$ cat src/hw/rtl/gbnms_pkg.sv
`default_nettype none

package gbnms_pkg;

  // Store geometry.
  localparam int MAX_KEPT = 256;
  localparam int ADDR_W   = $clog2(MAX_KEPT);
  localparam int CNT_W    = $clog2(MAX_KEPT + 1);

  // Field widths.
  localparam int COORD_W = 16;
  localparam int IDX_W   = 8;
  localparam int THR_W   = 16;

  localparam logic [THR_W-1:0] THR_RESET = 16'd19661;

  // Arithmetic widths: a signed edge span, a product of two spans, a union of
  // three such terms and the threshold product.
  localparam int DIFF_W     = COORD_W + 1;
  localparam int AREA_W     = 2 * DIFF_W;
  localparam int UNION_W    = AREA_W + 2;
  localparam int PROD_W     = UNION_W + THR_W + 1;
  localparam int FRAC_SHIFT = THR_W;

  typedef struct packed {
    logic [COORD_W-1:0] x_min;
    logic [COORD_W-1:0] y_min;
    logic [COORD_W-1:0] x_max;
    logic [COORD_W-1:0] y_max;
  } box_t;

  localparam int BOX_W = $bits(box_t);

  // One comparison result leaving the IoU pipeline.
  typedef struct packed {
    logic vld;
    logic hit;
  } iou_res_t;

  typedef enum logic [1:0] {
    ST_IDLE,
    ST_PREP,
    ST_SCAN,
    ST_FINISH
  } state_t;

  // Signed extent hi - lo of one box edge pair.
  function automatic logic signed [DIFF_W-1:0] edge_span(input logic [COORD_W-1:0] lo,
                                                         input logic [COORD_W-1:0] hi);
    return $signed({1'b0, hi}) - $signed({1'b0, lo});
  endfunction

endpackage

`default_nettype wire

$ cat src/hw/rtl/gbnms_iou.sv
`default_nettype none

module gbnms_iou (
  input  wire logic                                  clk,
  input  wire logic                                  rst_n,
  input  wire logic                                  flush,
  input  wire logic                                  in_vld,
  input  wire gbnms_pkg::box_t                       kept,
  input  wire gbnms_pkg::box_t                       cand,
  input  wire logic signed [gbnms_pkg::AREA_W-1:0]   area_cand,
  input  wire logic        [gbnms_pkg::THR_W-1:0]    thr,
  output gbnms_pkg::iou_res_t                        res
);
  import gbnms_pkg::*;

  // Overlap of two intervals along one axis, ordered by their lower edge.
  function automatic logic signed [DIFF_W-1:0] axis_ovl(input logic [COORD_W-1:0] amin,
                                                        input logic [COORD_W-1:0] amax,
                                                        input logic [COORD_W-1:0] bmin,
                                                        input logic [COORD_W-1:0] bmax);
    logic [COORD_W-1:0] lo_max;
    logic [COORD_W-1:0] hi_min;
    logic [COORD_W-1:0] hi_max;
    logic [COORD_W-1:0] top;
    if (amin > bmin) begin
      lo_max = bmax;
      hi_min = amin;
      hi_max = amax;
    end else begin
      lo_max = amax;
      hi_min = bmin;
      hi_max = bmax;
    end
    top = (lo_max < hi_max) ? lo_max : hi_max;
    if (lo_max < hi_min) begin
      return '0;
    end
    return $signed({1'b0, top}) - $signed({1'b0, hi_min});
  endfunction

  logic v1_r, v2_r, v3_r, v4_r, v5_r;

  logic signed [DIFF_W-1:0]  ox_r, oy_r, dxk_r, dyk_r;
  logic signed [AREA_W-1:0]  ov2_r, ak2_r;
  logic signed [UNION_W-1:0] un3_r;
  logic signed [AREA_W-1:0]  ov3_r, ov4_r;
  logic signed [PROD_W-1:0]  prod4_r;
  logic                      nz4_r;
  logic                      hit5_r;

  logic signed [THR_W:0]   thr_s;
  logic signed [PROD_W-1:0] lhs;

  assign thr_s = $signed({1'b0, thr});
  assign lhs   = PROD_W'(ov4_r) <<< FRAC_SHIFT;

  always_ff @(posedge clk) begin
    if (!rst_n) begin
      v1_r <= 1'b0;
      v2_r <= 1'b0;
      v3_r <= 1'b0;
      v4_r <= 1'b0;
      v5_r <= 1'b0;
    end else begin
      v1_r <= in_vld && !flush;
      v2_r <= v1_r && !flush;
      v3_r <= v2_r && !flush;
      v4_r <= v3_r && !flush;
      v5_r <= v4_r && !flush;
    end
  end

  always_ff @(posedge clk) begin
    // Axis overlaps and the kept box's spans.
    ox_r  <= axis_ovl(cand.x_min, cand.x_max, kept.x_min, kept.x_max);
    oy_r  <= axis_ovl(cand.y_min, cand.y_max, kept.y_min, kept.y_max);
    dxk_r <= edge_span(kept.x_min, kept.x_max);
    dyk_r <= edge_span(kept.y_min, kept.y_max);
    // Overlap area and kept area.
    ov2_r <= ox_r * oy_r;
    ak2_r <= dxk_r * dyk_r;
    // Union.
    un3_r <= UNION_W'(area_cand) + UNION_W'(ak2_r) - UNION_W'(ov2_r);
    ov3_r <= ov2_r;
    // Threshold times union.
    prod4_r <= thr_s * un3_r;
    ov4_r   <= ov3_r;
    nz4_r   <= (un3_r != '0);
    // Final compare; a zero union never suppresses.
    hit5_r <= nz4_r && (lhs > prod4_r);
  end

  assign res.vld = v5_r;
  assign res.hit = hit5_r;

endmodule

`default_nettype wire

$ cat config.mk
export PLATFORM = sky130hd
export DESIGN_NAME = gbnms_iou
export DESIGN_NICKNAME = d
export VERILOG_FILES = /design/src/hw/rtl/gbnms_pkg.sv /design/src/hw/rtl/gbnms_iou.sv
export SDC_FILE = /design/constraint.sdc
export NUM_CORES = 2
export LEC_CHECK = 0
export BUFFER_PORTS_ARGS = -buffer_cell sky130_fd_sc_hd__buf_2
export CAP_MARGIN = 20
export CORE_UTILIZATION = 65
export CTS_BUF_LIST = sky130_fd_sc_hd__clkbuf_16
export DETAILED_ROUTE_END_ITERATION = 8
export PLACE_DENSITY = 0.87
export SLEW_MARGIN = 30
export SYNTH_ARGS = -nofsm -noshare
export SYNTH_HDL_FRONTEND = slang
export SYNTH_SLANG_ARGS = --single-unit
$ cat constraint.sdc
create_clock -name clk -period 12.15 [get_ports clk]
set_input_delay 2.43 -clock clk [delete_from_list [all_inputs] [get_ports clk]]
set_output_delay 2.43 -clock clk [all_outputs]
set_load 0.02 [all_outputs]
# == Word-level counts from Yosys, hierarchy flattened ==
# Index checks and enable logic that the tools add are counted.
# W data, S select, Z words.
# classes
n_addsub,6
multipliers,3
n_lt_le_gt_ge,7
muxes,14
n_reduce_logical,8
# op_table
op,count
$mux W16,8
$mul A17 B17 Y34,2
$mux W17,4
$sub A16 B16 Y17,4
$lt A16 B16 Y1,4
$gt A50 B53 Y1,1
$mul A17 B36 Y53,1
$reduce_bool A36 Y1,1
$sub A35 B34 Y36,1
$add A34 B34 Y35,1
$gt A16 B16 Y1,2
$logic_and A1 B1 Y1,6
$mux W1,2
$logic_not A1 Y1,1
# totals
ff_bits,300
in_bits,182
output_inout_bits,2
word_cells,55

# == Logic depth before layout (Yosys ltp) ==
# depth
depth_word,6
mapped_depth,27
mapped_depth_nobuf,25

# == Least setup slack after synthesis ==
# No wires, ideal clock.
# synth_timing
kind,input-to-reg
from,in thr[8] (netlist bit)
to,reg prod4_r[49]
setup_ns,0.127
t_arrival_ns,8.408
t_required_ns,12.023
setup_slack_ns,3.616
stages,25
cell_sequence,clkbuf_1 > clkbuf_1 > nand2_1 > fa_1 > inv_1 > fa_1 > inv_1 > fa_1 > inv_1 > fa_1 > fa_1 > inv_1 > fa_1 > inv_1 > ha_1 > a211oi_1 > o21bai_1 > o22ai_1 > o22ai_1 > o31ai_1 > a21oi_1 > o21a_1 > a221oi_1 > o21ai_0 > xor2_1
# synth_between
elab_chain_cells,1
# synth_rtl
element,line_no,text
from (decl),gbnms_iou.sv:11,"input wire logic [gbnms_pkg::THR_W-1:0] thr,"
$mul A17 B36 Y53,gbnms_iou.sv:86,prod4_r <= thr_s * un3_r;
to (signal assigned),gbnms_iou.sv:86,
to (decl),gbnms_iou.sv:47,logic signed [PROD_W-1:0] prod4_r;
# No other way between the ends.
# A chain may end at the register's enable or synchronous reset.

# == Worst setup path after layout ==
# layout_timing
from,in thr[2] (netlist bit)
to,reg prod4_r[49]
# Same word-level chain as after synthesis.

==> results.yml <==
status:
  status: "finished clean"
clock_tree:
  path_clk_slew_ps: 70
  root_buffer: "clkbuf_16"
  cts_tree: "done"
  numCtsBuffers: 31
  post_cts_buffers: 0
  cts.path.max_buffers: 3
  postCtsHoldBufs: 0
  htreeDepth: 1
  insertion_delay_ps: 600
  cts_resized: 0
  cts.sink_count: 300
critical_path:
  cpPeakStageDelay_ps: 690
  cp_slowest_cell: "o31ai_1"
  worst_ep_required_time_ps: 12600
  critical_path_buf_inv_count: 4
  criticalPathCategory: "in2reg"
  path_max_fanout: 36
  endpoint_kind: "register"
  path_cells: "buf_2 > nand2_1 > fa_1 > fa_1 > fa_1 > inv_1 > fa_1 > fa_1 > inv_1 > fa_1 > inv_1 > ha_1 > a211oi_1 > o21bai_1 > o22ai_1 > o22ai_1 > o31ai_1 > a21oi_1 > o21a_1 > a221oi_1 > o21ai_0 > xor2_1"
  critPathArrivalTime_ps: 9850
  crit_path_frequent_cell: "fa_1"
  r2r_slack_ps: 4300
  cp-start-kind: "input port"
  crit_family: "adder cells"
grt:
  use_met1: 0.402
  gr-usage-all-layers: 0.342
  top_usage_layer: "met2"
  antenna_found_initial: 8
  grt_pass1_wl_microns: 245000
  use_met2: 0.588
  grt_overflow: 0
  grt_use_met3: 0.0586
  grt_pass1_vias: 48600
  grt_max_degree: 59
synthesis:
  seq_area_frac_synth: 0.104
  yosysWarnings: 0
  synth.distinct_cells: 74
  synthArstFlopShare: 0
  syn-instance-count: 6468
  synth_edf_count: 0
  syn-num-nets: 8319
  synthesis.area_sq_um: 58000
  syn_area_per_cell_sq_um: 8.97
  ys_ff_latch: 300
  synthFlopType: "dfxtp_1"
floorplan:
  die_w_microns: 301
  pin_count: 184
  initial_core_util: 0.656
  die-area_sq_um: 90400
  die_h_microns: 301
  rows: 109
  coreArea_sq_um: 88400
finish:
  final_cell_mix: "1,520 x inv_1, 1,175 x fa_1, 780 x nand2_1"
  drive_above_1_share: 0.0473
  nNetsFinal: 8346
  fill_cells: 6466
  final_common_cell: "inv_1"
  area_growth_pct: 4.78
timing:
  slew_viol_final: 0
  slew_headroom: 0.302
  period_share: 0.773
  finalClockSkew_ps: 33.5
  finalHoldViolCount: 0
  finalSetupViolCount: 0
  rsz0062_at_grt: "false"
  worst_pin_slew_ps: 1040
  fin_tns_setup_ps: 0
  min_period_ps: 9390
  worst_slack_ps: 2760
  timing.fmax_ghz: 0.106
route:
  routed_wl_microns: 148000
  routedWlPerCell_microns: 19.2
  vias: 44100
  avgViaCountPerCell: 5.74
  antenna_left: 0
  first_pass_iters: 8
  drc: 0
  first_iter_violations: 3262
hold_path:
  min_path_type: "reg2reg"
place:
  port-buffer-count: 183
  post-dp-hpwl_microns: 120000
  gp_congestion: 0.953
  place_ws_ps: 2380
run:
  drv_cap: 0
==> routing by layer <==
layer	up-vias	wire (microns)
met5	-	40
met4	6	9720
met3	549	12300
met2	2100	72900
met1	21800	52900
li1	19600	-
==> through the flow <==
step / cells / util / hold slack [ps] / area [sq um]
finish: 7689 / 0.688 / 313 / 60800
global route: 7688 / 0.688 / 331 / 60800
CTS: 7683 / 0.687 / 319 / 60700
detailed placement: 7627 / 0.676 / 313 / 59700
global placement: 7627 / 0.676 / 310 / 59700
floorplan: 6468 / - / 310 / 58000
==> Yosys cell counts, drive strengths merged (22+ instances only) <==
cell type,instances,share of area
maj3,24,0.0041
xor2,50,0.0076
dfxtp,300,0.10
nand4,32,0.0035
mux2,22,0.0048
o21bai,23,0.0032
clkbuf,199,0.013
nand3,56,0.0048
nor2,226,0.015
and2,494,0.053
o21a,32,0.0041
o211ai,33,0.0043
nand2b,57,0.0061
nor2b,55,0.0059
a21o,110,0.014
inv,1519,0.098
a21oi,190,0.016
fa,1175,0.41
nor3,52,0.0045
nand2,780,0.050
o21ai,108,0.0093
a211oi,22,0.0028
ha,494,0.11
xnor2,162,0.024
==> state kept, by name (all words and copies together) (netlist names) <==
name,flops
dxk_r,17
v5_r,1
ox_r,17
v2_r,1
dyk_r,17
nz4_r,1
ov2_r,34
prod4_r,53
v4_r,1
hit5_r,1
un3_r,36
ov3_r,34
oy_r,17
v3_r,1
ak2_r,34
v1_r,1
ov4_r,34
==> cells by family after synthesis <==
| kind of cell | share of synthesized area |
|---|---|
| DFF | 0.104 |
| xor gates and xnor gates | 0.0320 |
| adders and majority gates | 0.516 |
| muxes | 0.00583 |
| and+or+nand+nor | 0.153 |
| AOI/OAI and AO/OA | 0.0771 |
| buffers and inverters | 0.112 |
==> layout make-up <==
cell class | count | area, sq um | share of cell area
Inverter | 1519 | 5700 | 0.0938
Timing Repair Buffer | 201 | 1050 | 0.0173
Sequential cell | 300 | 6010 | 0.0988
Clock inverter | 25 | 253 | 0.00416
Multi-Input combinational cell | 4442 | 45500 | 0.749
Clock buffer | 31 | 776 | 0.0128
Tap cell | 1165 | 1460 | 0.0240
Antenna cell | 6 | 15.0 | 0.000247
==> worst paths after layout <==
kind | start | end | cells after the start
min | ov3_r[10]$_DFF_P_ | ov4_r[10]$_DFF_P_ | 0
max | thr[2] | prod4_r[49]$_DFF_P_ | 22
max reg2reg | un3_r[5]$_DFF_P_ | prod4_r[49]$_DFF_P_ | 23
min reg2reg | ov3_r[10]$_DFF_P_ | ov4_r[10]$_DFF_P_ | 0
Power is left out: the tool's default activity adds up to more than one toggle a clock period on the data nets, which glitch-free logic cannot reach.
